--- src/rtl/core/gvet_pkg.sv ---
// Package for the graph vertex/edge table: command codes, sizes and state encoding.
// Used by gvet_vertex_store and graph_vertex_edge_table.
package gvet_pkg;

   localparam int CAPACITY_DEF     = 16;
   localparam int ID_WIDTH_DEF     = 16;
   localparam int WEIGHT_WIDTH_DEF = 16;
   localparam int SUM_WIDTH        = 20;
   localparam int COUNT_WIDTH      = 5;

   typedef enum logic [2:0] {
      CMD_ADD_VERTEX = 3'd0,
      CMD_DEL_VERTEX = 3'd1,
      CMD_FIND_VERTEX = 3'd2,
      CMD_ADD_EDGE   = 3'd3,
      CMD_DEL_EDGE   = 3'd4,
      CMD_FIND_EDGE  = 3'd5,
      CMD_INC_WEIGHT = 3'd6,
      CMD_CLEAR      = 3'd7
   } cmd_type;

   typedef enum logic [2:0] {
      ST_IDLE,
      ST_VSCAN,
      ST_ESCAN,
      ST_SUM,
      ST_DONE
   } state_type;

endpackage

--- src/rtl/core/gvet_vertex_store.sv ---
// Vertex table memory with one write and one registered read port.
// Depends on gvet_pkg.
module gvet_vertex_store
   import gvet_pkg::*;
#(
   parameter int CAPACITY = CAPACITY_DEF,
   parameter int ID_WIDTH = ID_WIDTH_DEF,
   localparam int AW = $clog2(CAPACITY)
) (
   input  logic                clock,
   input  logic                wr_en,
   input  logic [AW-1:0]       wr_addr,
   input  logic [ID_WIDTH-1:0] wr_data,
   input  logic [AW-1:0]       rd_addr,
   output logic [ID_WIDTH-1:0] rd_data
);

   logic [ID_WIDTH-1:0] mem [CAPACITY];
   logic [ID_WIDTH-1:0] rd_data_ff;

   always_ff @(posedge clock) begin
      if (wr_en) begin
         mem[wr_addr] <= wr_data;
      end
      rd_data_ff <= mem[rd_addr];
   end

   assign rd_data = rd_data_ff;

endmodule

--- src/rtl/core/graph_vertex_edge_table.sv ---
// Graph vertex/edge table top level: command sequencer over vertex and edge memories.
// Depends on gvet_pkg and gvet_vertex_store.
// Each request runs one or more passes over a table, and the result strobe is registered
// at the end of the last pass; a vertex removal that hits runs three passes. The next
// request is taken the cycle after the strobe. Synchronous reset empties both tables;
// memories keep data.
module graph_vertex_edge_table
   import gvet_pkg::*;
#(
   parameter int CAPACITY     = CAPACITY_DEF,
   parameter int ID_WIDTH     = ID_WIDTH_DEF,
   parameter int WEIGHT_WIDTH = WEIGHT_WIDTH_DEF
) (
   input  logic                    clock,
   input  logic                    reset,
   input  logic                    start,
   output logic                    busy,
   input  logic [2:0]              req_command,
   input  logic [ID_WIDTH-1:0]     req_vertex_id,
   input  logic [ID_WIDTH-1:0]     req_edge_id,
   input  logic [ID_WIDTH-1:0]     req_end_a,
   input  logic [ID_WIDTH-1:0]     req_end_b,
   input  logic [WEIGHT_WIDTH-1:0] req_edge_weight,
   output logic                    rsp_valid,
   output logic                    rsp_ok,
   output logic [COUNT_WIDTH-1:0]  rsp_vertex_total,
   output logic [COUNT_WIDTH-1:0]  rsp_edge_total,
   output logic [SUM_WIDTH-1:0]    rsp_weight_sum
);

   localparam int AW = $clog2(CAPACITY);
   localparam int CW = $clog2(CAPACITY + 1);
   localparam int EW = 3 * ID_WIDTH + WEIGHT_WIDTH;
   localparam logic [WEIGHT_WIDTH-1:0] WMAX = '1;

   state_type state_ff, state_in;
   cmd_type cmd_ff, cmd_in;
   logic [ID_WIDTH-1:0] vid_ff, vid_in, eid_ff, eid_in;
   logic [CW-1:0] vcnt_ff, vcnt_in, ecnt_ff, ecnt_in;
   logic [CW-1:0] rd_ff, rd_in, wr_ff, wr_in, lim_ff, lim_in;
   logic rdv_ff, rdv_in, ok_ff, ok_in, hit_ff, hit_in;
   logic [SUM_WIDTH-1:0] sum_ff, sum_in;
   logic rsp_valid_ff, rsp_valid_in;

   logic v_we;
   logic [AW-1:0] v_wa, v_ra;
   logic [ID_WIDTH-1:0] v_wd, v_rd;

   logic [EW-1:0] emem [CAPACITY];
   logic [EW-1:0] e_rd_ff;
   logic e_we;
   logic [AW-1:0] e_wa, e_ra;
   logic [EW-1:0] e_wd;

   logic [ID_WIDTH-1:0] e_id, e_a, e_b;
   logic [WEIGHT_WIDTH-1:0] e_w, e_w_inc;
   cmd_type req_cmd;

   gvet_vertex_store #(.CAPACITY(CAPACITY), .ID_WIDTH(ID_WIDTH)) u_vstore (
      .clock   (clock),
      .wr_en   (v_we),
      .wr_addr (v_wa),
      .wr_data (v_wd),
      .rd_addr (v_ra),
      .rd_data (v_rd)
   );

   always_ff @(posedge clock) begin
      if (e_we) begin
         emem[e_wa] <= e_wd;
      end
      e_rd_ff <= emem[e_ra];
   end

   assign {e_id, e_a, e_b, e_w} = e_rd_ff;
   assign e_w_inc = (e_w == WMAX) ? e_w : e_w + 1'b1;
   assign req_cmd = cmd_type'(req_command);

   always_ff @(posedge clock) begin
      if (reset) begin
         state_ff     <= ST_IDLE;
         vcnt_ff      <= '0;
         ecnt_ff      <= '0;
         rsp_valid_ff <= 1'b0;
      end else begin
         state_ff     <= state_in;
         vcnt_ff      <= vcnt_in;
         ecnt_ff      <= ecnt_in;
         rsp_valid_ff <= rsp_valid_in;
      end
      cmd_ff <= cmd_in;
      vid_ff <= vid_in;
      eid_ff <= eid_in;
      rd_ff  <= rd_in;
      wr_ff  <= wr_in;
      lim_ff <= lim_in;
      rdv_ff <= rdv_in;
      ok_ff  <= ok_in;
      hit_ff <= hit_in;
      sum_ff <= sum_in;
   end

   // Scans read one entry per cycle (data valid in the next cycle), and removals compact by
   // writing kept entries to a trailing write pointer.
   always_comb begin
      state_in = state_ff;
      cmd_in = cmd_ff;
      vid_in = vid_ff;
      eid_in = eid_ff;
      vcnt_in = vcnt_ff;
      ecnt_in = ecnt_ff;
      rd_in = rd_ff;
      wr_in = wr_ff;
      lim_in = lim_ff;
      rdv_in = 1'b0;
      ok_in = ok_ff;
      hit_in = hit_ff;
      sum_in = sum_ff;
      rsp_valid_in = 1'b0;
      v_we = 1'b0;
      v_wa = wr_ff[AW-1:0];
      v_wd = v_rd;
      v_ra = rd_ff[AW-1:0];
      e_we = 1'b0;
      e_wa = wr_ff[AW-1:0];
      e_wd = e_rd_ff;
      e_ra = rd_ff[AW-1:0];
      unique case (state_ff)
         ST_IDLE: begin
            if (start) begin
               cmd_in = req_cmd;
               vid_in = req_vertex_id;
               eid_in = req_edge_id;
               rd_in = '0;
               wr_in = '0;
               hit_in = 1'b0;
               ok_in = 1'b0;
               state_in = ST_SUM;
               lim_in = ecnt_ff;
               unique case (req_cmd)
                  CMD_ADD_VERTEX: begin
                     if (vcnt_ff < CW'(CAPACITY)) begin
                        v_we = 1'b1;
                        v_wa = vcnt_ff[AW-1:0];
                        v_wd = req_vertex_id;
                        vcnt_in = vcnt_ff + 1'b1;
                        ok_in = 1'b1;
                     end
                  end
                  CMD_ADD_EDGE: begin
                     if (ecnt_ff < CW'(CAPACITY)) begin
                        e_we = 1'b1;
                        e_wa = ecnt_ff[AW-1:0];
                        e_wd = {req_edge_id, req_end_a, req_end_b, req_edge_weight};
                        ecnt_in = ecnt_ff + 1'b1;
                        lim_in = ecnt_ff + 1'b1;
                        ok_in = 1'b1;
                     end
                  end
                  CMD_DEL_VERTEX, CMD_FIND_VERTEX: begin
                     state_in = ST_VSCAN;
                     lim_in = vcnt_ff;
                  end
                  CMD_DEL_EDGE, CMD_FIND_EDGE, CMD_INC_WEIGHT: begin
                     state_in = ST_ESCAN;
                     ok_in = (req_cmd == CMD_INC_WEIGHT);
                  end
                  CMD_CLEAR: begin
                     vcnt_in = '0;
                     ecnt_in = '0;
                     lim_in = '0;
                     ok_in = 1'b1;
                  end
                  default: ;
               endcase
               sum_in = '0;
               rd_in = '0;
            end
         end
         ST_VSCAN: begin
            if (rd_ff < lim_ff) begin
               rd_in = rd_ff + 1'b1;
               rdv_in = 1'b1;
            end
            if (rdv_ff) begin
               if (!hit_ff && v_rd == vid_ff) begin
                  hit_in = 1'b1;
               end else begin
                  if (cmd_ff == CMD_DEL_VERTEX) begin
                     v_we = 1'b1;
                  end
                  wr_in = wr_ff + 1'b1;
               end
            end
            if (rd_ff >= lim_ff && !rdv_ff) begin
               ok_in = hit_ff;
               rd_in = '0;
               wr_in = '0;
               if (cmd_ff == CMD_DEL_VERTEX && hit_ff) begin
                  vcnt_in = vcnt_ff - 1'b1;
                  lim_in = ecnt_ff;
                  state_in = ST_ESCAN;
               end else begin
                  lim_in = ecnt_ff;
                  state_in = ST_SUM;
               end
            end
         end
         ST_ESCAN: begin
            if (rd_ff < lim_ff) begin
               rd_in = rd_ff + 1'b1;
               rdv_in = 1'b1;
            end
            if (rdv_ff) begin
               priority if (cmd_ff == CMD_DEL_VERTEX) begin
                  if (e_a != vid_ff && e_b != vid_ff) begin
                     e_we = 1'b1;
                     wr_in = wr_ff + 1'b1;
                  end
               end else if (cmd_ff == CMD_INC_WEIGHT) begin
                  e_we = 1'b1;
                  e_wd = {e_id, e_a, e_b, e_w_inc};
                  wr_in = wr_ff + 1'b1;
               end else begin
                  if (!hit_ff && e_id == eid_ff) begin
                     hit_in = 1'b1;
                  end else begin
                     e_we = (cmd_ff == CMD_DEL_EDGE);
                     wr_in = wr_ff + 1'b1;
                  end
               end
            end
            if (rd_ff >= lim_ff && !rdv_ff) begin
               priority if (cmd_ff == CMD_DEL_VERTEX || cmd_ff == CMD_DEL_EDGE) begin
                  ecnt_in = wr_ff;
                  lim_in = wr_ff;
               end else begin
                  lim_in = ecnt_ff;
               end
               if (cmd_ff == CMD_DEL_EDGE || cmd_ff == CMD_FIND_EDGE) begin
                  ok_in = hit_ff;
               end
               rd_in = '0;
               state_in = ST_SUM;
            end
         end
         ST_SUM: begin
            if (rd_ff < lim_ff) begin
               rd_in = rd_ff + 1'b1;
               rdv_in = 1'b1;
            end
            if (rdv_ff) begin
               sum_in = sum_ff + SUM_WIDTH'(e_w);
            end
            if (rd_ff >= lim_ff && !rdv_ff) begin
               state_in = ST_DONE;
               rsp_valid_in = 1'b1;
            end
         end
         ST_DONE: begin
            state_in = ST_IDLE;
         end
         default: begin
            state_in = ST_IDLE;
         end
      endcase
   end

   assign busy = (state_ff != ST_IDLE);
   assign rsp_valid = rsp_valid_ff;
   assign rsp_ok = ok_ff;
   assign rsp_vertex_total = COUNT_WIDTH'(vcnt_ff);
   assign rsp_edge_total = COUNT_WIDTH'(ecnt_ff);
   assign rsp_weight_sum = sum_ff;

endmodule

--- config.mk ---
export PLATFORM = sky130hd
export DESIGN_NAME = graph_vertex_edge_table
export DESIGN_NICKNAME = d
export VERILOG_FILES = /design/src/rtl/core/gvet_pkg.sv /design/src/rtl/core/gvet_vertex_store.sv /design/src/rtl/core/graph_vertex_edge_table.sv
export SDC_FILE = /design/constraint.sdc
export NUM_CORES = 1
export LEC_CHECK = 0
export BUFFER_PORTS_ARGS = -buffer_cell sky130_fd_sc_hd__buf_2
export CAP_MARGIN = 20
export CELL_PAD_IN_SITES_DETAIL_PLACEMENT = 1
export CELL_PAD_IN_SITES_GLOBAL_PLACEMENT = 1
export CORE_MARGIN = 2
export CORE_UTILIZATION = 50
export DETAILED_ROUTE_END_ITERATION = 6
export PLACE_DENSITY = 0.73
export SLEW_MARGIN = 40
export SYNTH_ARGS = -nofsm -noshare
export SYNTH_HDL_FRONTEND = slang
export SYNTH_SLANG_ARGS = --single-unit
--- constraint.sdc ---
create_clock -name clock -period 19.47 [get_ports clock]
set_clock_uncertainty 0.1 [all_clocks]
set_input_delay 3.894 -clock clock [delete_from_list [all_inputs] [get_ports clock]]
set_output_delay 3.894 -clock clock [all_outputs]
set_load 0.02 [all_outputs]
Yosys cells after proc, flatten, opt, wreduce, memory -nomap -nowiden
Memory sizes are Yosys's and may differ from the RTL's. A register that Yosys moved wholly into a read port is not among the register bits. Index checks and enable logic that the tools add are counted.

Bits in registers: 87. RAM bits: 1280. Bits of input ports: 86. Output and inout port bits: 33. Logic and storage cells: 194. Memories kept: 2.

Memories: emem (words 16, width 64, rd ports 1, clocked after memory_dff 1, wr ports 1, line graph_vertex_edge_table.sv:49) `logic [EW-1:0] emem [CAPACITY];`; u_vstore.mem (words 16, width 16, rd ports 1, clocked after memory_dff 1, wr ports 1, line gvet_vertex_store.sv:18) `logic [ID_WIDTH-1:0] mem [CAPACITY];`.

Add/subtract/negate cells: 7. Order comparisons: 4. Equal/unequal tests: 39. Mux-type cells: 95. Bitwise operators: 1. Reductions and logical operators: 32.

Operators with widths (count): 64-bit 2-to-1 mux (3); 16-bit 2-to-1 mux (8); 64-bit one-hot mux with 2 select lines (1); 5-bit 2-to-1 mux (21); 5-bit one-hot mux with 3 select lines (4); 20-bit 2-to-1 mux (2); 20-bit one-hot mux with 2 select lines (1); 5-bit one-hot mux with 2 select lines (4); 16-bit equality test (2); 1-bit 2-to-1 mux (32); 4-bit 2-to-1 mux (8); 16-bit inequality test (2); 2-bit inequality test (second input constant) (13); 3-bit equality test (second input constant) (7); 20-bit by 16-bit adder with 20-bit output (1); 5-bit by 1-bit adder with 5-bit output (second input constant) (4); 16-bit by 1-bit adder with 16-bit output (second input constant) (1); 16-bit equality test (second input constant) (1); 3-bit by 2-bit equality test with 1-bit output (second input constant) (4); 3-bit 2-to-1 mux (4); 3-bit inequality test (second input constant) (4); 3-bit one-hot mux with 4 select lines (1); 4-bit AND reduction (3); 5-bit less-than comparator (second input constant) (2); 25 further kinds (45).

Depth between registers and ports, before layout
Gate-level depths: netlist of the first run.

Depth after elaboration: 9. Depth in mapped cells: 14. Gate-level depth less buffers: 8.

Modules after synthesis
A second synthesis of the first run with hierarchy kept.

Cell total of the unflattened synthesis: 3324. Area total of the unflattened synthesis: 57602.7 um^2.

Modules (own cells, without submodules): graph_vertex_edge_table (times used 1, cells an instance 2892, area each 47560.6 um^2, sequential area each 34493.1 um^2); gvet_vertex_store (times used 1, cells an instance 432, area each 10042.1 um^2, sequential area each 8007.7 um^2).

Worst setup path after synthesis of the first run
No wires, ideal clock.

Kind: input -> register. Start point: input port req_command[0]. End point: memory emem[4][0] (netlist name) (enable). Library setup time: 0.564 ns. Data arrival time: 9.365 ns. Required time: 18.806 ns. Path slack: 9.441 ns. Cell stages on the path: 7. Buffers on the path: 2. Cell sequence: and2_1 > buf_2 > nand3_2 > nor2_2 > buf_2 > o21ai_0 > nor3_1.

Cells in the longest elaborated chain, start to end: 6. Elaborated cells between the ends (all ways): 9. Classes of those cells: eq/ne: 1; mux: 8.

RTL lines: start: declaration (line graph_vertex_edge_table.sv:18) `input logic [2:0] req_command,`; 3-bit by 2-bit equality test with 1-bit output * (line graph_vertex_edge_table.sv:140) `unique case (req_cmd)`; 1-bit 2-to-1 mux (line graph_vertex_edge_table.sv:140); 1-bit 2-to-1 mux (line graph_vertex_edge_table.sv:130) `if (start) begin`; 1-bit one-hot mux with 2 select lines (line graph_vertex_edge_table.sv:128) `unique case (state_ff)`; 1-bit 2-to-1 mux (line graph_vertex_edge_table.sv:69) `if (e_we) begin`; 1-bit 2-to-1 mux (implied by the code) (line graph_vertex_edge_table.sv:70) `emem[e_wa] <= e_wd;`; end: declaration (line graph_vertex_edge_table.sv:49).

Mark *: on every way between the ends. The rest lies on a longest branch, timed or not.

Worst setup path in the final report of the first run
Start point: input port req_command[1]. End point: memory emem[0][4] (netlist name) (enable).

The elaborated chain is that of the path after synthesis.

==> out/summary.txt, run 1 <==
Ports: 119
Hpwl dp: 86800 um
CP max stage cell: buf_4
Relative slew slack: 0.4196
CTS max path bufs: 3
Nets: 3519
Crit path largest cell delay: 660 ps
Top post-synthesis cells by count: 1352 x edfxtp_1, 212 x mux2i_1, 205 x mux4_2, 169 x o21ai_0, 163 x nand2_1
Fin cells: 5042
Mapped Avg Cell Area: 17.94 sq um
Dpl cells: 4764
Clk sinks: 1447
CP Buf/Inv Count: 3
Min-Delay Path Class: flop to flop
CTS hold repair buffers: 0
Per-cell routed wire length: 30.04 um
Post-synth top area share: 0.7017
Largest net degree at the start of global routing: 125
GRT Total Usage: 0.2593
Register bit total from synthesis: 1447
Final Wtd Congestion: 0.8523
Total CTS buffers: 145
Die X: 344.2 um
FILL cells: 10140
Final instance area: 0.06545 sq mm
Synthesized Nets: 3340
Post-synth EDFFs: 1352
FF-to-FF path depth: 8
R2R Setup Slk: 14860 ps
Initial antenna violation count: 4
Setup TNS: 0 ps
TritonCTS clock tree: yes
Peak VDD IR: 0.08168 mV
Clock transition at the registers of the reported paths: 60 ps
Dpl cell area: 0.06060 sq mm
Synth area leader: edfxtp_1
Largest delay share family, worst path: simple AND/OR/NAND/NOR gates
CTS H-tree depth: 4
Clock Latency Late Sink: 750 ps
Via density: 6.217
Rows: 124
Worst path cell trace: buf_2 -> and2_1 -> nand3_2 -> nor2_4 -> mux2i_2 -> nand2b_1 -> nor2_4 -> buf_4 -> buf_4
CP Depth: 9
Post-CTS Setup Inserts: 0
Fraction of layout cells with a size suffix above 1: 0.2239
Cells after synthesis: 3226
Initial core utilization: 0.5053
Status: complete, no violations
CTS-repair resized insts: 0
Max Cap Viol: 0
Total wire length: 151500 um
Area Growth Syn to Fin: 13.12%
Critical path class: primary input to flop
Sequential area share after synthesis: 0.7346
Port Buffers: 118
DRC Markers: 0
Critical Path Source Type: primary input
Routed vias: 31340
Synth warn: 0
Remaining global-route overflow: 0
Slew Viols, Final: 0
Final Worst Setup Slack: 12170 ps
Fin. Hold Viols: 0
P_leak: 21.33 nW
DR pass1 iterations: 5
Core Area: 0.1145 sq mm
Top FF cell, synth: edfxtp_1
CP Max Fanout: 36
Number of distinct library cells after synthesis: 74
Die Area: 0.1185 sq mm
Root Driver: clkbuf_16
Iteration-0 DRC Markers: 2996
# setup viols final: 0
Mapped Area: 0.05786 sq mm
Crit path required time: 19740 ps
Pre-CTS WS: 11220 ps
Multi-input gate area: 0.01468 sq mm
Final period utilization: 0.3749
Vias in the first global route: 33830
Storage cell area: 0.04250 sq mm
CP arrival: 7570 ps
Fmax: 137.0 MHz
Hold path depth: 2
Pin slew with the least headroom to its limit: 870.5 ps
CP endpoint kind: flop
Die Y: 344.2 um
Power density cells: 151.6 mW/mm^2
Final ANT Viol Nets: 0
Final min period: 7299 ps
Top post-synthesis cells by area: edfxtp_1 70%, mux4_2 8.0%, mux2i_1 3.7%
RSZ-0062 raised after global routing: false
Post-synth ARST share: 0
First-pass GRT wire length: 224600 um
Most frequent cell after synthesis: edfxtp_1
## layer usage
layer  global-route usage  up-vias  part of all wire
met5                    0        -          0.000086
met4              0.08877        2             0.030
met3              0.03467      273             0.053
met2               0.4488     1032              0.52
met1               0.3392    16630              0.40
li1                     -    13410                 -
## state kept, by name (all words and copies together) (netlist names)
register	count
lim_ff	5
vid_ff	16
wr_ff	5
emem	1024
rd_ff	5
e_rd_ff	64
eid_ff	16
rsp_edge_total	5
rsp_weight_sum	20
cmd_ff	3
u_vstore.rd_data	16
hit_ff	1
u_vstore.mem	256
rsp_valid	1
rdv_ff	1
rsp_vertex_total	5
rsp_ok	1
state_ff	3
## worst min-delay path, delay by kind of cell (launching register included)
kind | cells | cell delay [ps]
XOR/XNOR | 1 | 80
AND/OR/NAND/NOR | 1 | 80
flip-flops | 1 | 380
## cell families (layout without fill, tap and decap cells)
kind of cell    after synthesis  in the layout  share of synthesized area
flops                      1447           1447                     0.7346
mux                         531            531                     0.1387
compound gates              526            526                    0.05878
simple gates                407            407                    0.03309
buf+inv                     199            502                    0.01542
xor+xnor                     88             88                    0.01332
fa+ha+maj                    28             28                   0.006185
other cells                   0              1                          0
## cell usage in the layout, fill, tap and decap left out, drive strengths merged, types with 71 or more instances in the layout
cell	netlist	final
edfxtp	1352	1352
mux2i	212	212
mux4	205	205
buf	75	205
clkbuf	98	198
o21ai	169	169
nand2	163	163
mux2	114	114
a21oi	110	110
dfxtp	95	95
nor2	81	81
xnor2	71	71
## layout make-up
class / instances / area share
tap: 1512 / 0.02890
sequential: 1447 / 0.6493
multi-input combinational: 1580 / 0.2243
clock buffer: 198 / 0.06115
antenna: 1 / 0.00003823
clock inverter: 73 / 0.01063
inverter: 26 / 0.001491
timing repair buffer: 205 / 0.02414
## worst paths after layout
check | to | from
setup / recovery | emem[0][4] | req_command[1]
hold / removal | rd_ff[4] | rd_ff[4]
setup reg to reg | emem[0][4] | eid_ff[10]
hold reg to reg | rd_ff[4] | rd_ff[4]
## through the flow
stage          total power [mW]  hold WS, ps    util
6_report                  9.925        560.3  0.5716
5_1_grt                   10.33        581.7  0.5716
4_1_cts                   9.973        547.6  0.5703
3_5_place_dp              7.199        524.4  0.5293
3_3_place_gp              6.974        497.9  0.5259
2_1_floorplan             6.271        411.4       -
## report_power, final
group	leakage [nW]	switching [mW]	internal, mW
registers	13.0	0.231	4.11
clock network	2.30	1.18	1.58
logic	6.04	1.78	1.03
total	21.3	3.20	6.73
Power figures use the tool's default switching activity.
==> run 2, diff against run 1 <==
--- a/config.mk
+++ b/config.mk
@@ -10,9 +10,9 @@
 export CELL_PAD_IN_SITES_DETAIL_PLACEMENT = 1
 export CELL_PAD_IN_SITES_GLOBAL_PLACEMENT = 1
 export CORE_MARGIN = 2
-export CORE_UTILIZATION = 50
+export CORE_UTILIZATION = 49
 export DETAILED_ROUTE_END_ITERATION = 6
-export PLACE_DENSITY = 0.73
+export PLACE_DENSITY = 0.74
 export SLEW_MARGIN = 40
 export SYNTH_ARGS = -nofsm -noshare
 export SYNTH_HDL_FRONTEND = slang
==> constraint.sdc (replaced) <==
create_clock -name clock -period 6.6 [get_ports clock]
set_clock_uncertainty 0.1 [all_clocks]
set_input_delay 1.32 -clock clock [delete_from_list [all_inputs] [get_ports clock]]
set_output_delay 1.32 -clock clock [all_outputs]
set_load 0.02 [all_outputs]
==> run 2 against run 1 <==
  * Core utilization fell by 1.3 points
  * Setup slack got worse by 9700 ps
  * Global-route usage fell by 0.46 points
  * Critical path depth did not move
  * Sequential power rose to 2.9 times the previous value
==> out/summary.txt, run 2 (synthesized netlist as in run 1, its figures left out) <==
Critical path class: primary input to flop
R2R Path End: emem[2][34]
R2R Setup Slk: 2600 ps (-12260 ps)
FILL cells: 10480 (+3.4%)
Die Area: 0.1208 sq mm (+2.0%)
Final Wtd Congestion: 0.8503 (-0.23%)
# setup viols final: 0 (unchanged)
Number of antenna diodes: 0 (-1)
DRC Markers: 0 (unchanged)
Biggest regs: emem: 1024 flops, u_vstore.mem: 256 flops, e_rd_ff: 64 flops
Final min period: 4126 ps
P_leak: 21.41 nW (+0.35%)
Rows: 126 (+1.6%)
Slew Viols, Final: 0 (unchanged)
Fraction of layout cells with a size suffix above 1: 0.2237 (about the same)
Dpl cells: 4782 (+0.38%)
Iteration-0 DRC Markers: 3075 (+2.6%)
Final instance area: 0.06565 sq mm (+0.30%)
Via density: 6.235 (+0.30%)
Fin cells: 5054 (+0.24%)
Die X: 347.6 um (+1.0%)
Leading cell type in the layout, fill and taps excluded: edfxtp_1
RSZ-0062 raised after global routing: false
FF-to-FF path depth: 9 (+1)
Total wire length: 152700 um (+0.80%)
DR pass1 iterations: 5 (unchanged)
Nets: 3512 (-0.20%)
Routed vias: 31510 (+0.54%)
Pin slew with the least headroom to its limit: 878.1 ps (+7.589 ps)
Hpwl dp: 88830 um (+2.3%)
CTS hold repair buffers: 0 (unchanged)
First-pass GRT wire length: 226100 um (+0.67%)
Crit Reg-Reg Startpoint: state_ff[1]
Min-Delay Path Class: flop to flop
Area Growth Syn to Fin: 13.46%
Final ANT Viol Nets: 0 (unchanged)
Sequential share of power: 0.432 (-0.005)
Port Buffers: 118 (unchanged)
Fmax: 242.3 MHz
CP Max Fanout: 19 (-47%)
Largest net degree at the start of global routing: 149 (+19%)
CTS H-tree depth: 4 (unchanged)
Relative slew slack: 0.4092 (-0.01046)
CP arrival: 4420 ps (-3150 ps)
Fin Hold WS: 541.6 ps (-18.63 ps)
Remaining global-route overflow: 0 (unchanged)
Clk pwr share: 0.283 (+0.004)
Commonest non-fill, non-tap cells in the layout: 1352 x edfxtp_1, 212 x mux2i_1, 205 x mux4_2
CP endpoint kind: flop
Final Worst Setup Slack: 2474 ps (-9697 ps)
End of the critical path: emem[2][34]
Peak VDD IR: 0.2924 mV (+260%)
Switching pwr: 9.572 mW (+200%)
Crit path required time: 6900 ps (-12840 ps)
Sw frac: 0.3222 (about the same)
Fin. Hold Viols: 0 (unchanged)
Clock Latency Late Sink: 770 ps (+20 ps)
Clk sinks: 1447 (unchanged)
Initial core utilization: 0.4920 (-0.01335)
Layout Utilization: 0.5582 (-0.01343)
Int Pwr: 20.14 mW (+200%)
Dpl cell area: 0.06066 sq mm (about the same)
CTS-repair resized insts: 0 (unchanged)
Initial antenna violation count: 2 (-2)
Power density cells: 452.6 mW/mm^2 (+200%)
CTS max path bufs: 3 (unchanged)
GRT Total Usage: 0.2547 (-0.004630)
Critical Path Source Type: primary input
TritonCTS clock tree: yes
Root Driver: clkbuf_16
Most flop-heavy register: emem
Total CTS buffers: 146 (+0.69%)
Ports: 119 (unchanged)
Post-CTS Setup Inserts: 0 (unchanged)
Total Power: 29.71 mW (+200%)
Logic pwr share: 0.285 (about the same)
CP startpoint: req_command[0]
Core Area: 0.1176 sq mm (+2.7%)
Clock transition at the registers of the reported paths: 60 ps (about the same)
Per-cell routed wire length: 30.21 um (+0.56%)
Max FFs per register: 1024 (unchanged)
Max Cap Viol: 0 (unchanged)
Vias in the first global route: 33890 (+0.19%)
Final period utilization: 0.6252
Status: complete, no violations
Pre-CTS WS: 1703 ps (-9519 ps)
Setup TNS: 0 ps (unchanged)
Die Y: 347.6 um (+1.0%)
run 2: routing by layer:
| metal | routed length (um) | track usage | part of all wire | vias to the layer above |
|---|---|---|---|---|
| met5 | 0 | 0 | 0 | - |
| met4 | 5954 | 0.1040 | 0.039 | 0 |
| met3 | 8335 | 0.03425 | 0.055 | 316 |
| met2 | 77490 | 0.4340 | 0.51 | 1129 |
| met1 | 60900 | 0.3316 | 0.40 | 16690 |
| li1 | - | - | - | 13380 |
run 2: worst max-delay path: stages:
cell	delay, ps
buf_2	160
and2_1	330
nand3_2	300
nor2_4	370
mux2i_1	260
buf_4	250
nand2b_1	190
nor2_4	660
buf_4	510
run 2: worst min path at each step:
stage	from	to	slack [ps]	depth (start not counted)
finish	rsp_vertex_total[4]	rsp_vertex_total[4]	540	3
detailed placement	rsp_vertex_total[4]	rsp_vertex_total[4]	520	3
floorplan	state_ff[2]	rdv_ff	410	2
CTS	rsp_vertex_total[4]	rsp_vertex_total[4]	540	3
global placement	rsp_vertex_total[4]	rsp_vertex_total[4]	500	3
global route	rd_ff[4]	rd_ff[4]	590	2
run 2: power groups by stage:
stage | combinational (mW) | clock, mW | sequential [mW]
floorplan | 5.85 | 0 | 12.7
global placement | 7.71 | 0 | 13.0
detailed placement | 8.34 | 0 | 13.0
CTS | 8.43 | 8.53 | 12.8
global route | 9.18 | 8.84 | 12.9
finish | 8.46 | 8.41 | 12.8
run 2: final cells by class:
| type | instances | area [sq um] | share of cell area |
|---|---|---|---|
| clock buffer | 190 | 3974 | 0.06053 |
| clock inverter | 78 | 902.1 | 0.01374 |
| inverter | 26 | 97.59 | 0.001487 |
| multi-input combinational | 1580 | 14710 | 0.2241 |
| sequential | 1447 | 42500 | 0.6474 |
| tap | 1536 | 1922 | 0.02927 |
| timing repair buffer | 197 | 1544 | 0.02352 |
